[src/rtl/b64d_pkg.sv]
package b64d_pkg;

  // Number of group requests that the queue between front and back can hold.
  localparam int unsigned FIFO_DEPTH = 2;
  localparam int unsigned FIFO_PTR_W = (FIFO_DEPTH > 1) ? $clog2(FIFO_DEPTH) : 1;
  localparam int unsigned FIFO_CNT_W = $clog2(FIFO_DEPTH + 1);

  localparam logic [7:0] CH_PLUS  = 8'h2B;
  localparam logic [7:0] CH_SLASH = 8'h2F;
  localparam logic [7:0] CH_PAD   = 8'h3D;

  localparam logic [5:0] SEXTET_LOWER = 6'd26;
  localparam logic [5:0] SEXTET_DIGIT = 6'd52;
  localparam logic [5:0] SEXTET_PLUS  = 6'd62;
  localparam logic [5:0] SEXTET_SLASH = 6'd63;

  // Index of a byte within a decoded group.
  localparam logic [1:0] BYTE_IDX0 = 2'd0;
  localparam logic [1:0] BYTE_IDX1 = 2'd1;
  localparam logic [1:0] BYTE_IDX2 = 2'd2;

  typedef enum logic [1:0] {
    KIND_DATA,
    KIND_PAD,
    KIND_BAD
  } char_kind_t;

  typedef struct packed {
    char_kind_t kind;
    logic [5:0] val;
  } char_class_t;

  // One request from the front to the back: a finished group or an error.
  typedef struct packed {
    logic [23:0] data;
    logic        emit1;
    logic        emit2;
    logic        last;
    logic        error;
  } group_req_t;

  function automatic char_class_t classify(input logic [7:0] ch);
    char_class_t c;
    c.kind = KIND_BAD;
    c.val  = 6'd0;
    if (ch >= 8'h41 && ch <= 8'h5A) begin
      c.kind = KIND_DATA;
      c.val  = 6'(ch - 8'h41);
    end else if (ch >= 8'h61 && ch <= 8'h7A) begin
      c.kind = KIND_DATA;
      c.val  = 6'(ch - 8'h61) + SEXTET_LOWER;
    end else if (ch >= 8'h30 && ch <= 8'h39) begin
      c.kind = KIND_DATA;
      c.val  = 6'(ch - 8'h30) + SEXTET_DIGIT;
    end else if (ch == CH_PLUS) begin
      c.kind = KIND_DATA;
      c.val  = SEXTET_PLUS;
    end else if (ch == CH_SLASH) begin
      c.kind = KIND_DATA;
      c.val  = SEXTET_SLASH;
    end else if (ch == CH_PAD) begin
      c.kind = KIND_PAD;
    end
    return c;
  endfunction

endpackage

[src/rtl/base64_stream_decoder.sv]
// Streaming base64 decoder (standard alphabet, '=' padding). It takes one
// character per cycle while the queue has room and returns decoded bytes
// one per cycle while the receiver is ready. The front classifies each
// character and gathers groups of four; every finished group, or every
// error, becomes one request in a two-entry queue. The back drains a request
// as one, two or three bytes on the output, skipping the bytes that padding
// removes. Sustained input rate is one character per cycle: a group of four
// characters gives at most three bytes, so the back keeps up and the queue
// absorbs short output stalls. Malformed input (a bad character, a pad in
// the first or second place of a group, or a string that ends inside a
// group) gives one result with error and last set and byte zero; the rest
// of the string, up to the character marked last, is then dropped without
// results. Pads in mid-stream are accepted.
module base64_stream_decoder
  import b64d_pkg::*;
(
  input  logic       clk,
  input  logic       rst_n,
  input  logic       in_valid,
  output logic       in_ready,
  input  logic [7:0] in_char,
  input  logic       in_last,
  output logic       out_valid,
  input  logic       out_ready,
  output logic [7:0] out_byte,
  output logic       out_last,
  output logic       out_error
);

  logic       push_valid;
  group_req_t push_req;
  logic       q_full;
  logic       q_empty;
  logic       q_pop;
  group_req_t q_req;

  // A character is taken whenever the queue has room for the request that
  // it might produce.
  assign in_ready = !q_full;

  b64d_front u_front (
    .clk        (clk),
    .rst_n      (rst_n),
    .in_valid   (in_valid),
    .in_ready   (in_ready),
    .in_char    (in_char),
    .in_last    (in_last),
    .push_valid (push_valid),
    .push_req   (push_req)
  );

  b64d_fifo u_fifo (
    .clk    (clk),
    .rst_n  (rst_n),
    .wr_en  (push_valid),
    .wr_req (push_req),
    .rd_en  (q_pop),
    .rd_req (q_req),
    .full   (q_full),
    .empty  (q_empty)
  );

  b64d_back u_back (
    .clk       (clk),
    .rst_n     (rst_n),
    .q_empty   (q_empty),
    .q_req     (q_req),
    .q_pop     (q_pop),
    .out_valid (out_valid),
    .out_ready (out_ready),
    .out_byte  (out_byte),
    .out_last  (out_last),
    .out_error (out_error)
  );

endmodule

[src/rtl/b64d_front.sv]
module b64d_front
  import b64d_pkg::*;
(
  input  logic       clk,
  input  logic       rst_n,
  input  logic       in_valid,
  input  logic       in_ready,
  input  logic [7:0] in_char,
  input  logic       in_last,
  output logic       push_valid,
  output group_req_t push_req
);

  logic [23:0] accum_r, accum_nxt;
  logic [1:0]  pos_r, pos_nxt;
  logic        third_pad_r, third_pad_nxt;
  logic        bad_r, bad_nxt;
  logic        discard_r, discard_nxt;

  char_class_t cls;
  logic        accept;
  logic [23:0] accum_sh;
  logic        bad_now;
  logic        third_now;
  logic        fourth_now;

  assign accept = in_valid && in_ready;

  always_comb begin
    cls        = classify(in_char);
    accum_sh   = {accum_r[17:0], cls.val};
    bad_now    = bad_r || (cls.kind == KIND_BAD) ||
                 ((cls.kind == KIND_PAD) && (pos_r < 2'd2));
    third_now  = third_pad_r || ((cls.kind == KIND_PAD) && (pos_r == 2'd2));
    fourth_now = (cls.kind == KIND_PAD) && (pos_r == 2'd3);

    accum_nxt     = accum_r;
    pos_nxt       = pos_r;
    third_pad_nxt = third_pad_r;
    bad_nxt       = bad_r;
    discard_nxt   = discard_r;
    push_valid    = 1'b0;
    push_req.data  = accum_sh;
    push_req.emit1 = !third_now;
    push_req.emit2 = !fourth_now;
    push_req.last  = in_last;
    push_req.error = 1'b0;

    if (accept) begin
      if (discard_r) begin
        if (in_last) begin
          discard_nxt   = 1'b0;
          accum_nxt     = '0;
          pos_nxt       = '0;
          third_pad_nxt = 1'b0;
          bad_nxt       = 1'b0;
        end
      end else if (pos_r != 2'd3) begin
        if (in_last) begin
          // The string ends inside a group.
          push_valid     = 1'b1;
          push_req.error = 1'b1;
          push_req.last  = 1'b1;
          accum_nxt      = '0;
          pos_nxt        = '0;
          third_pad_nxt  = 1'b0;
          bad_nxt        = 1'b0;
        end else begin
          accum_nxt     = accum_sh;
          pos_nxt       = pos_r + 2'd1;
          third_pad_nxt = third_now;
          bad_nxt       = bad_now;
        end
      end else begin
        push_valid = 1'b1;
        if (bad_now) begin
          push_req.error = 1'b1;
          push_req.last  = 1'b1;
          discard_nxt    = !in_last;
        end
        accum_nxt     = '0;
        pos_nxt       = '0;
        third_pad_nxt = 1'b0;
        bad_nxt       = 1'b0;
      end
    end
  end

  always_ff @(posedge clk) begin
    if (!rst_n) begin
      accum_r     <= '0;
      pos_r       <= '0;
      third_pad_r <= 1'b0;
      bad_r       <= 1'b0;
      discard_r   <= 1'b0;
    end else begin
      accum_r     <= accum_nxt;
      pos_r       <= pos_nxt;
      third_pad_r <= third_pad_nxt;
      bad_r       <= bad_nxt;
      discard_r   <= discard_nxt;
    end
  end

endmodule

[src/rtl/b64d_fifo.sv]
module b64d_fifo
  import b64d_pkg::*;
(
  input  logic       clk,
  input  logic       rst_n,
  input  logic       wr_en,
  input  group_req_t wr_req,
  input  logic       rd_en,
  output group_req_t rd_req,
  output logic       full,
  output logic       empty
);

  group_req_t            store_r [FIFO_DEPTH];
  logic [FIFO_PTR_W-1:0] wr_ptr_r, wr_ptr_nxt;
  logic [FIFO_PTR_W-1:0] rd_ptr_r, rd_ptr_nxt;
  logic [FIFO_CNT_W-1:0] count_r, count_nxt;

  assign full   = (count_r == FIFO_CNT_W'(FIFO_DEPTH));
  assign empty  = (count_r == '0);
  assign rd_req = store_r[rd_ptr_r];

  always_comb begin
    wr_ptr_nxt = wr_ptr_r;
    rd_ptr_nxt = rd_ptr_r;
    count_nxt  = count_r;
    if (wr_en) begin
      wr_ptr_nxt = (wr_ptr_r == FIFO_PTR_W'(FIFO_DEPTH - 1)) ? '0 : wr_ptr_r + 1'b1;
    end
    if (rd_en) begin
      rd_ptr_nxt = (rd_ptr_r == FIFO_PTR_W'(FIFO_DEPTH - 1)) ? '0 : rd_ptr_r + 1'b1;
    end
    if (wr_en && !rd_en) begin
      count_nxt = count_r + 1'b1;
    end else if (rd_en && !wr_en) begin
      count_nxt = count_r - 1'b1;
    end
  end

  always_ff @(posedge clk) begin
    if (!rst_n) begin
      wr_ptr_r <= '0;
      rd_ptr_r <= '0;
      count_r  <= '0;
    end else begin
      wr_ptr_r <= wr_ptr_nxt;
      rd_ptr_r <= rd_ptr_nxt;
      count_r  <= count_nxt;
    end
  end

  always_ff @(posedge clk) begin
    if (wr_en) begin
      store_r[wr_ptr_r] <= wr_req;
    end
  end

endmodule

[src/rtl/b64d_back.sv]
module b64d_back
  import b64d_pkg::*;
(
  input  logic       clk,
  input  logic       rst_n,
  input  logic       q_empty,
  input  group_req_t q_req,
  output logic       q_pop,
  output logic       out_valid,
  input  logic       out_ready,
  output logic [7:0] out_byte,
  output logic       out_last,
  output logic       out_error
);

  group_req_t cur_r, cur_nxt;
  logic       busy_r, busy_nxt;
  logic [1:0] idx_r, idx_nxt;
  logic       final_byte;
  logic       take;

  assign out_valid = busy_r;
  assign take      = busy_r && out_ready;

  always_comb begin
    case (idx_r)
      BYTE_IDX0: final_byte = !cur_r.emit1 && !cur_r.emit2;
      BYTE_IDX1: final_byte = !cur_r.emit2;
      default:   final_byte = 1'b1;
    endcase
    final_byte = final_byte || cur_r.error;

    out_byte = 8'd0;
    if (!cur_r.error) begin
      case (idx_r)
        BYTE_IDX0: out_byte = cur_r.data[23:16];
        BYTE_IDX1: out_byte = cur_r.data[15:8];
        default:   out_byte = cur_r.data[7:0];
      endcase
    end
    out_last  = cur_r.last && final_byte;
    out_error = cur_r.error;

    cur_nxt  = cur_r;
    busy_nxt = busy_r;
    idx_nxt  = idx_r;
    q_pop    = 1'b0;

    if (!busy_r || (take && final_byte)) begin
      // Load the next group as soon as the current one has drained.
      q_pop    = !q_empty;
      busy_nxt = !q_empty;
      cur_nxt  = q_req;
      idx_nxt  = BYTE_IDX0;
    end else if (take) begin
      idx_nxt = (idx_r == BYTE_IDX0 && cur_r.emit1) ? BYTE_IDX1 : BYTE_IDX2;
    end
  end

  always_ff @(posedge clk) begin
    if (!rst_n) begin
      busy_r <= 1'b0;
      idx_r  <= BYTE_IDX0;
    end else begin
      busy_r <= busy_nxt;
      idx_r  <= idx_nxt;
    end
  end

  always_ff @(posedge clk) begin
    cur_r <= cur_nxt;
  end

endmodule

[config.mk]
export PLATFORM = sky130hd
export DESIGN_NAME = base64_stream_decoder
export DESIGN_NICKNAME = d
export VERILOG_FILES = /design/src/rtl/b64d_pkg.sv /design/src/rtl/base64_stream_decoder.sv /design/src/rtl/b64d_front.sv /design/src/rtl/b64d_fifo.sv /design/src/rtl/b64d_back.sv
export SDC_FILE = /design/constraint.sdc
export NUM_CORES = 1
export LEC_CHECK = 0
export BUFFER_PORTS_ARGS = -buffer_cell sky130_fd_sc_hd__buf_4
export CAP_MARGIN = 20
export CORE_ASPECT_RATIO = 1.25
export CORE_UTILIZATION = 65
export CTS_CLUSTER_DIAMETER = 200
export DETAILED_ROUTE_END_ITERATION = 8
export PLACE_DENSITY = 0.87
export SLEW_MARGIN = 20
export SYNTH_ARGS = -nofsm -noshare
export SYNTH_HDL_FRONTEND = slang
export SYNTH_SLANG_ARGS = --single-unit
[constraint.sdc]
create_clock -name clk -period 6 [get_ports clk]
set_input_delay 0 -clock clk [delete_from_list [all_inputs] [get_ports clk]]
set_output_delay 0 -clock clk [all_outputs]
set_load 0.01 [all_outputs]
# Word-level counts from Yosys, hierarchy flattened
# Memory sizes are Yosys's and may differ from the RTL's. A register that Yosys moved wholly into a read port is not among the register bits.
# Index checks and enable logic that the tools add are counted.
# word_totals
regBits	30
mem_bits_rw	56
inputBits	13
out_inout_bits	12
word_cells	120
memories	1
# mem_list
name	words	word_bits	rd	rd_clocked_by_memory_dff	wr	line_no	rtl
u_fifo.store_r	2	28	1	1	1	b64d_fifo.sv:14	group_req_t store_r [FIFO_DEPTH];
# classes
addsub	10
n_lt_le_gt_ge	7
n_eq_ne	11
mux	46
bitwise_logic	1
n_reduce_logical	34
# ops
op	count
2-to-1 mux 18 bit	4
2-to-1 mux 8 bit	5
2-to-1 mux 2 bit	14
equality test 8 x 6 -> 1 bit, second input constant	3
2-to-1 mux 1 bit	20
greater-or-equal comparator 8 x 7 -> 1 bit, second input constant	2
less-or-equal comparator 8 x 7 -> 1 bit, second input constant	2
one-hot mux 8 bit (2 select lines)	1
logical AND 1 bit	14
subtractor 6 bit, second input constant	2
logical NOT 1 bit	10
equality test 2 bit, second input constant	4
greater-or-equal comparator 8 x 6 -> 1 bit, second input constant	1
less-or-equal comparator 8 x 6 -> 1 bit, second input constant	1
adder 6 x 5 -> 6 bit, second input constant	1
adder 6 bit, second input constant	1
2-to-1 mux 6 bit	1
subtractor 6 x 1 -> 6 bit, second input constant	1
logical OR 1 bit	5
adder 2 x 1 -> 2 bit, second input constant	2
equality test 2 x 1 -> 1 bit, second input constant	2
logical NOT 2 bit	2
!= test 2 bit, second input constant	2
adder 1 bit, second input constant	2
other kinds (7)	7

# Logic depth before layout (Yosys ltp)
# Gate-level depths: netlist of run 1.
# logic_depth
ltp_word	14
mapped_depth	10
mapped_depth_nobuf	9

# Modules after synthesis
# Synthesis of run 1 repeated with hierarchy kept, for this count alone.
# unflattened
cells_unflattened	376
area_unflattened_um2	5036.1
# modules_own_cells
module	n_inst	cells_each	area_per_inst_um2	seq_area_each_um2
b64d_fifo	1	109	2243.4	1781.7
b64d_front	1	192	1549.0	460.4
b64d_back	1	74	1239.9	900.9
base64_stream_decoder	1	1	3.8	0.0

# Worst setup path before layout of run 1
# Ideal clock, no wire load.
# synth_path
path_type	register -> register
start	register, netlist name u_back.out_error
end	register u_fifo.count_r[1]
setup_time_ns	0.071
arrival_ns	2.586
required_ns	5.929
slack_ns	3.343
stages_incl_launch_ff	10
path_buffers	1
synth_period_minus_slack_ns	2.657
path_cell_list	edfxtp_1 clkbuf_1 nor2_1 o21ai_0 a21boi_0 inv_1 o21ai_0 ha_1 or3_1 a21oi_1
# synth_via
elab_chain_len	7
elab_cells_between_ends	9
classes_between	mux (2); reduce/logical (7)
# synth_lines
item	line_no	rtl
logical OR 1 bit *	b64d_back.sv:31	final_byte = final_byte || cur_r.error;
logical AND 1 bit *	b64d_back.sv:49	if (!busy_r || (take && final_byte)) begin
logical OR 1 bit *	b64d_back.sv:49	
2-to-1 mux 1 bit *	b64d_back.sv:49	
logical NOT 1 bit	b64d_fifo.sv:33	if (wr_en && !rd_en) begin
logical AND 1 bit	b64d_fifo.sv:33	
2-to-1 mux 2 bit / nonzero test 2 bit (equally long branches)	-	
end signal, assigned	b64d_fifo.sv:48	count_r <= count_nxt;
end, declared	b64d_fifo.sv:17	logic [FIFO_CNT_W-1:0] count_r, count_nxt;
# Every way passes the cells marked *; elsewhere a longest branch is shown, timed or not.
# A chain may end at the register's enable or synchronous reset.

# Final worst setup path of run 1
# layout_path
start	register u_fifo.count_r[0]
end	register u_front.accum_r[1]
# layout_via
elab_chain_len	4
# layout_lines
item	line_no	rtl
equality test 2 bit	b64d_fifo.sv:19	assign full = (count_r == FIFO_CNT_W'(FIFO_DEPTH));
logical NOT 1 bit	base64_stream_decoder.sv:39	assign in_ready = !q_full;
logical AND 1 bit	b64d_front.sv:27	assign accept = in_valid && in_ready;
AND reduction 2 bit (no source line)	-	
end signal, assigned	b64d_front.sv:97	accum_r <= accum_nxt;
end, declared	b64d_front.sv:14	logic [23:0] accum_r, accum_nxt;
# No other way between the ends.

==> results of run 1 <==
## worst min-delay path by stage
stage,cells after the start,to,start
floorplan,2,u_front.discard_r,in_last
global placement,2,u_front.accum_r[2],rst_n
detailed placement,2,u_front.accum_r[2],rst_n
CTS,3,u_fifo.store_r[0][5],in_char[5]
global route,3,u_fifo.store_r[0][5],in_char[5]
finish,4,u_front.accum_r[5],in_char[5]
## Yosys cell counts, types with 6 or more instances
cell type / n / area [um^2]
a22oi_1: 15 / 112.6
nand3_1: 6 / 30.03
ha_1: 12 / 150.1
nand2_1: 14 / 52.55
mux2_2: 28 / 315.3
nor2_1: 42 / 157.7
mux2i_1: 10 / 100.1
clkbuf_1: 13 / 48.80
inv_1: 11 / 41.29
edfxtp_1: 84 / 2522
o21ai_0: 8 / 40.04
a21oi_1: 21 / 105.1
dfxtp_1: 30 / 600.6
## cell families after synthesis
| logic type | share of synthesized area (%) |
|---|---|
| compound gates | 10.53 |
| xor+xnor | 1.071 |
| fa+ha+maj | 3.058 |
| buf+inv | 2.829 |
| flops | 63.61 |
| mux | 8.461 |
| simple gates | 10.45 |
## power groups by stage
stage / logic, uW / clock network (uW) / registers [uW]
5_1_grt: 521 / 1040 / 1110
4_1_cts: 482 / 992 / 1090
6_report: 487 / 994 / 1100
3_3_place_gp: 447 / 0 / 1100
3_5_place_dp: 464 / 0 / 1100
2_1_floorplan: 318 / 0 / 1060
## layout make-up
class	instances	share of cell area, %
clock buffer	24	8.480
inverter	11	0.7103
tap	92	1.980
sequential	114	53.72
clock inverter	8	1.700
multi-input combinational	228	28.39
timing repair buffer	36	5.015
## per-layer routing
metal	up-vias	share of wire, %	wire length (um)
met5	-	0	0
li1	1462	-	-
met1	1611	36	4080
met4	0	2.7	307
met2	187	54	6069
met3	29	7.4	832
## critical path: stages, from the launching register on
cell and delay [ns]:
dfxtp_1 0.45, nand2b_2 0.21, nand3_1 0.74, nand3_1 0.36, o31ai_1 0.11, dlygate4sd3_1 0.57
## flip-flops by register name, summed over array words and instances, names as in the netlist
name and cells:
u_front.bad_r 1, u_fifo.rd_ptr_r 1, u_front.discard_r 1, u_back.out_valid 1, u_fifo.wr_ptr_r 1, u_front.accum_r 18, u_back.out_error 1, u_front.pos_r 2
u_fifo.count_r 2, u_front.third_pad_r 1, u_fifo.store_r 56, u_back.idx_r 2, u_back.cur_r 27
## stage by stage
| step | hold slack [ns] | total power, uW |
|---|---|---|
| finish | 0.02748 | 2578 |
| global route | 0.02416 | 2664 |
| CTS | 0.01842 | 2569 |
| detailed placement | 0.3391 | 1565 |
| global placement | 0.3264 | 1550 |
| floorplan | 0.1818 | 1378 |
## repair_timing
| action | 4_1_cts | 5_1_grt |
|---|---|---|
| resized for setup | 0 | 0 |
| setup endpoints to repair | 0 | 0 |
| endpoints found under the hold margin | 17 | 0 |
| hold buffers | 7 | 0 |
==> metrics.csv, run 1 <==
stage,metric,value,unit
setup_path,FF-to-FF setup slack,3.43,ns
synth,fraction of registers with async set/reset,0,%
grt,met3 GRT Util,8.349,%
finish,fraction of layout cells with a size suffix above 1,22.80,%
finish,most frequent cells in the layout,"84 x edfxtp_1, 41 x nor2_1, 30 x dfxtp_1",
grt,initial antenna violation count,0,
place,dpl ws,3.651,ns
grt,met1 Usage GRT,35.94,%
clock_network,CTS Sinks,114,
power,Psw,706.9,uW
place,IO Port Bufs,24,
finish,final std cells w/o fill,513,
run,max-cap violations,0,
power,worst ir drop on vdd,291.6,uV
grt,GRT met2 Usage,54.31,%
synth,register area share after synthesis,63.61,%
power,PwrDens,443.4,mW/mm^2
synth,"Top FF cell, synth",edfxtp_1,
clock_network,"Setup Fix Bufs, Post-CTS",0,
floorplan,Row Count,35,
power,Logic pwr share,18.9,%
setup_path,Setup crit start kind,flop,
grt,vias in the first global route,3288,
sta,Tcrit/Tclk final,42.81,%
route,1st-pass router iterations,5,
synth,register bit total from synthesis,114,
outcome,status,completed,
finish,"most common cell after layout, fill and taps aside",edfxtp_1,
route,DR WL/cell,22.01,um
worst_hold_path,Hold/Removal Path Class,input pin to flop,
floorplan,Die Ht,99.17,um
sta,hold violation total from the final report,0,
setup_path,Critical R2R Launch,u_fifo.count_r[0],
synth,mapped cell area,0.004910,mm^2
clock_network,cts bufs inserted,17,
route,routed wire length,11290,um
place,hpwl dp,6597,um
sta,worst-margin pin slew,1.065,ns
setup_path,WP data required,6.40,ns
synth,post-synth net total,396,
sta,RSZ-0062 raised after global routing,no,
route,Vias/cell,6.411,
finish,final instance area,0.005813,mm^2
synth,Netlist cell types,56,
setup_path,WS Path Type,flop to flop,
grt,global-route wire length before repair,17610,um
finish,Ant. Diodes,0,
setup_path,Critical Path Source,u_fifo.count_r[0],
floorplan,die area,0.007907,mm^2
synth,Ys Warns,0,
sta,Max Fclk,389.3,MHz
route,drt initial violations,364,
grt,Overall Global Routing Usage,31.48,%
sta,Slew Limit Headroom,28.04,%
synth,synthesized area per cell,13.23,um^2
floorplan,core footprint,0.007357,mm^2
place,DP Cell Count,473,
grt,most crowded layer after global routing,met2,
finish,Register Area,0.003123,mm^2
clock_network,Worst-Skew Late Latency,0.52,ns
floorplan,initial core utilization,66.73,%
place,GPL Wtd Cong,0.9395,
power,Clk network pwr share,38.6,%
finish,FILL cells,402,
clock_network,H-tree levels,4,
power,switching part of the total,27.42,%
setup_path,Setup crit end,u_front.accum_r[1],
setup_path,reg2reg path depth,5,
clock_network,CTS root buffer,clkbuf_8,
floorplan,boundary pin count,25,
floorplan,die width,79.74,um
sta,final setup violation count,0,
power,internal power,1871,uW
power,Pleak,0.002147,uW
clock_network,clk buf depth,2,
clock_network,CTS tree,yes,
clock_network,"CTS clk-pin slew, worst paths",0.06,ns
sta,skew final,0.01353,ns
sta,max-slew violation count,0,
finish,"Core Util, Final",79.01,%
route,ANT nets after route,0,
finish,Final #Nets,433,
sta,final critical-path required period,2.569,ns
route,DR vias,3289,
route,DR DRC count,0,
setup_path,"Arr. time, crit path",2.97,ns
synth,number of synthesized flops with an enable pin,84,
setup_path,worst r2r dst,u_front.accum_r[1],
grt,largest net degree at the start of global routing,31,
finish,area of the multi-input gates,0.001650,mm^2
sta,final setup slack of the worst path,3.431,ns
finish,Layout area overhead,18.40,%
sta,post-route setup TNS,0,ns
power,Seq pwr share,42.5,%
grt,gr ovfl total,0,
setup_path,crit path max fanout,23,
synth,post-synthesis cell count,371,
place,placed cell area,0.005140,mm^2
setup_path,CP Capture Type,flop,
Note: power is estimated with default switching activity, not from simulation.
==> inputs of run 2 (changes only) <==
ABC_AREA = 1   (was unset)
CORE_UTILIZATION = 55   (was 65)
PLACE_DENSITY = 0.79   (was 0.87)
clock period = 2.15 ns   (was 6 ns; I/O delays follow)
==> run 2 against run 1 <==
  * Register-to-register slack got worse by 3.2 ns
  * Count of clock-buffer cells in the layout decreased by 6
  * Global-route usage fell by 7.6 points
  * Die area rose by 23%
  * Clock power rose to 2.6 times the previous value
  * Worst setup slack worse by 3.2 ns
  * Sequential share of layout area is 2.0 points lower
  * Synthesized cell count is 41% higher
  * Sequential power increased to 2.8 times the previous value
  * Highest routed layer unchanged
==> metrics.csv, run 2 <==
stage,metric,value,unit
floorplan,die area,0.009701,mm^2
power,Pleak,0.002567,uW
finish,FILL cells,702,
route,DR WL/cell,14.66,um
floorplan,Die Ht,109.9,um
sta,worst-margin pin slew,0.7420,ns
place,IO Port Bufs,24,
sta,Tcrit/Tclk final,87.05,%
finish,fraction of layout cells with a size suffix above 1,17.82,%
clock_network,Worst-Skew Late Latency,0.41,ns
route,DR vias,3670,
sta,Max Fclk,534.3,MHz
clock_network,CTS Sinks,114,
finish,area of the multi-input gates,0.001715,mm^2
route,ANT nets after route,0,
sta,hold violation total from the final report,0,
synth,"top cells by area, synth","edfxtp_1 49%, nand2_1 13%, dfxtp_1 12%, nand3_1 3.5%, inv_1 3.2%",
finish,Ant. Diodes,0,
synth,Ys Warns,0,
synth,"count leader, synth",nand2_1,
finish,final instance area,0.006041,mm^2
power,worst ir drop on vdd,641.1,uV
power,Logic pwr share,21.3,%
sta,Slew Limit Headroom,50.48,%
synth,post-synthesis cell count,523,
clock_network,cts bufs inserted,17,
synth,register area share after synthesis,61.00,%
outcome,status,completed,
clock_network,"CTS clk-pin slew, worst paths",0.05,ns
floorplan,boundary pin count,25,
grt,vias in the first global route,3661,
grt,global-route wire length before repair,16910,um
finish,Layout area overhead,17.99,%
sta,RSZ-0062 raised after global routing,no,
route,drt initial violations,250,
sta,max-slew violation count,0,
floorplan,die width,88.30,um
clock_network,"Setup Fix Bufs, Post-CTS",0,
route,DR DRC count,0,
setup_path,WP data required,2.43,ns
setup_path,Setup crit start kind,flop,
sta,final setup violation count,0,
run,max-cap violations,0,
sta,skew final,0.01265,ns
floorplan,core footprint,0.009076,mm^2
synth,"top cells by count, synth","173 x nand2_1, 84 x edfxtp_1, 44 x inv_1",
finish,Register Area,0.003123,mm^2
route,Vias/cell,5.235,
synth,number of synthesized flops with an enable pin,84,
place,placed cell area,0.005460,mm^2
grt,gr ovfl total,0,
finish,Final #Nets,590,
synth,register bit total from synthesis,114,
place,hpwl dp,6642,um
power,PwrDens,1188,mW/mm^2
synth,cell type with the largest total area after synthesis,edfxtp_1,
sta,final critical-path required period,1.872,ns
floorplan,Row Count,39,
route,routed wire length,10280,um
synth,synthesized area per cell,9.790,um^2
synth,mapped cell area,0.005120,mm^2
grt,initial antenna violation count,0,
synth,fraction of registers with async set/reset,0,%
power,Seq pwr share,42.8,%
power,switching part of the total,28.63,%
sta,hold slack,0.04681,ns
power,Psw,2055,uW
setup_path,CP Capture Type,flop,
floorplan,initial core utilization,56.41,%
finish,Top reg by flops,u_fifo.store_r,
clock_network,CTS tree,yes,
grt,Overall Global Routing Usage,23.92,%
grt,largest net degree at the start of global routing,31,
finish,Regs by FF count,"u_fifo.store_r (56), u_back.cur_r (27), u_front.accum_r (18)",
synth,Synth top area share,49.27,%
place,GPL Wtd Cong,0.9003,
synth,Netlist cell types,31,
clock_network,H-tree levels,4,
clock_network,clk buf depth,2,
finish,"most common cell after layout, fill and taps aside",nand2_1,
synth,"Top FF cell, synth",edfxtp_1,
worst_hold_path,Hold/Removal Path Class,input pin to flop,
finish,max reg flops,56,
setup_path,WS Path Type,flop to flop,
power,Pwr Total,7175,uW
power,internal power,5121,uW
power,Clk network pwr share,35.9,%
clock_network,CTS root buffer,clkbuf_16,
synth,post-synth net total,548,
finish,most frequent cells in the layout,"173 x nand2_1, 84 x edfxtp_1, 44 x inv_1",
setup_path,"Arr. time, crit path",2.15,ns
route,1st-pass router iterations,7,
setup_path,crit path max fanout,9,
run 2: cell types whose count changed after synthesis, moves of 5 or more:
cell      previous run  this run
nand2b_1             5         0
mux2i_1             10         0
nor2_1              42        29
and2_1               5         0
mux2_2              28         0
inv_1               11        44
nand2_2              0        11
a31o_2               0         9
nand2_1             14       173
inv_2                0         5
nand3_1              6        36
run 2: stage by stage:
stage	setup TNS, ns	std cells	setup slack [ns]	util [%]
finish	0	701	0.2785	66.56
floorplan	-0.1507	523	-0.1507	-
CTS	0	701	0.2869	66.56
global route	0	701	0.05881	66.56
detailed placement	0	666	0.3000	60.16
global placement	0	666	0.3464	60.16
run 2: logic make-up after synthesis:
| kind of cell | after synthesis | synth area share [%] |
|---|---|---|
| simple gates | 267 | 22.29 |
| flops | 114 | 61.00 |
| buf+inv | 67 | 5.743 |
| compound gates | 59 | 7.356 |
| fa+ha+maj | 12 | 2.932 |
| xor+xnor | 4 | 0.6842 |
run 2: path summary, 6_finish.rpt:
kind	startpoint	end	slack, ns	cells after the start
setup / recovery	u_back.idx_r[1]	u_fifo.count_r[1]	0.28	10
hold reg to reg	u_front.accum_r[12]	u_fifo.store_r[1][22]	0.46	0
hold / removal	in_char[0]	u_fifo.store_r[0][4]	0.05	3
setup reg to reg	u_back.idx_r[1]	u_fifo.count_r[1]	0.28	10
run 2: critical path, cell delays in order, from the launching register on:
cell and delay, ns:
dfxtp_1 0.37, nor2_8 0.18, nand2_2 0.08, a21oi_2 0.21
o21ai_4 0.08, o21ai_2 0.09, ha_1 0.29, a21oi_1 0.12
o21ai_0 0.12, o21ai_0 0.16, a21oi_1 0.06
run 2: routing by layer:
metal  vias to the layer above  GRT usage (%)  routed length [um]
li1                       1829              -                   -
met1                      1692          26.03                4019
met2                       115          42.14                5455
met3                        34          6.381                 411
met4                         0          12.67                 391
met5                         -              0                   0
run 2: repair_timing:
action                                 4_1_cts  5_1_grt
endpoints found under the hold margin       10        0
resized for setup                            0        0
hold buffers                                 3        0
run 2: area by class of cell:
type                    count  area share, %
multi-input cells         342          28.40
well taps                 123          2.548
inverters                  50          3.148
clock buffers              18          7.104
repair buffers             40          5.095
clock inverters            14          2.009
flip-flops and latches    114          51.70
run 2: power groups by stage:
stage | clock [uW] | combinational [uW] | sequential [uW]
CTS | 2630 | 1540 | 3070
global route | 2720 | 1710 | 3090
global placement | 0 | 1470 | 3090
finish | 2580 | 1530 | 3070
floorplan | 0 | 1010 | 3060
detailed placement | 0 | 1510 | 3100
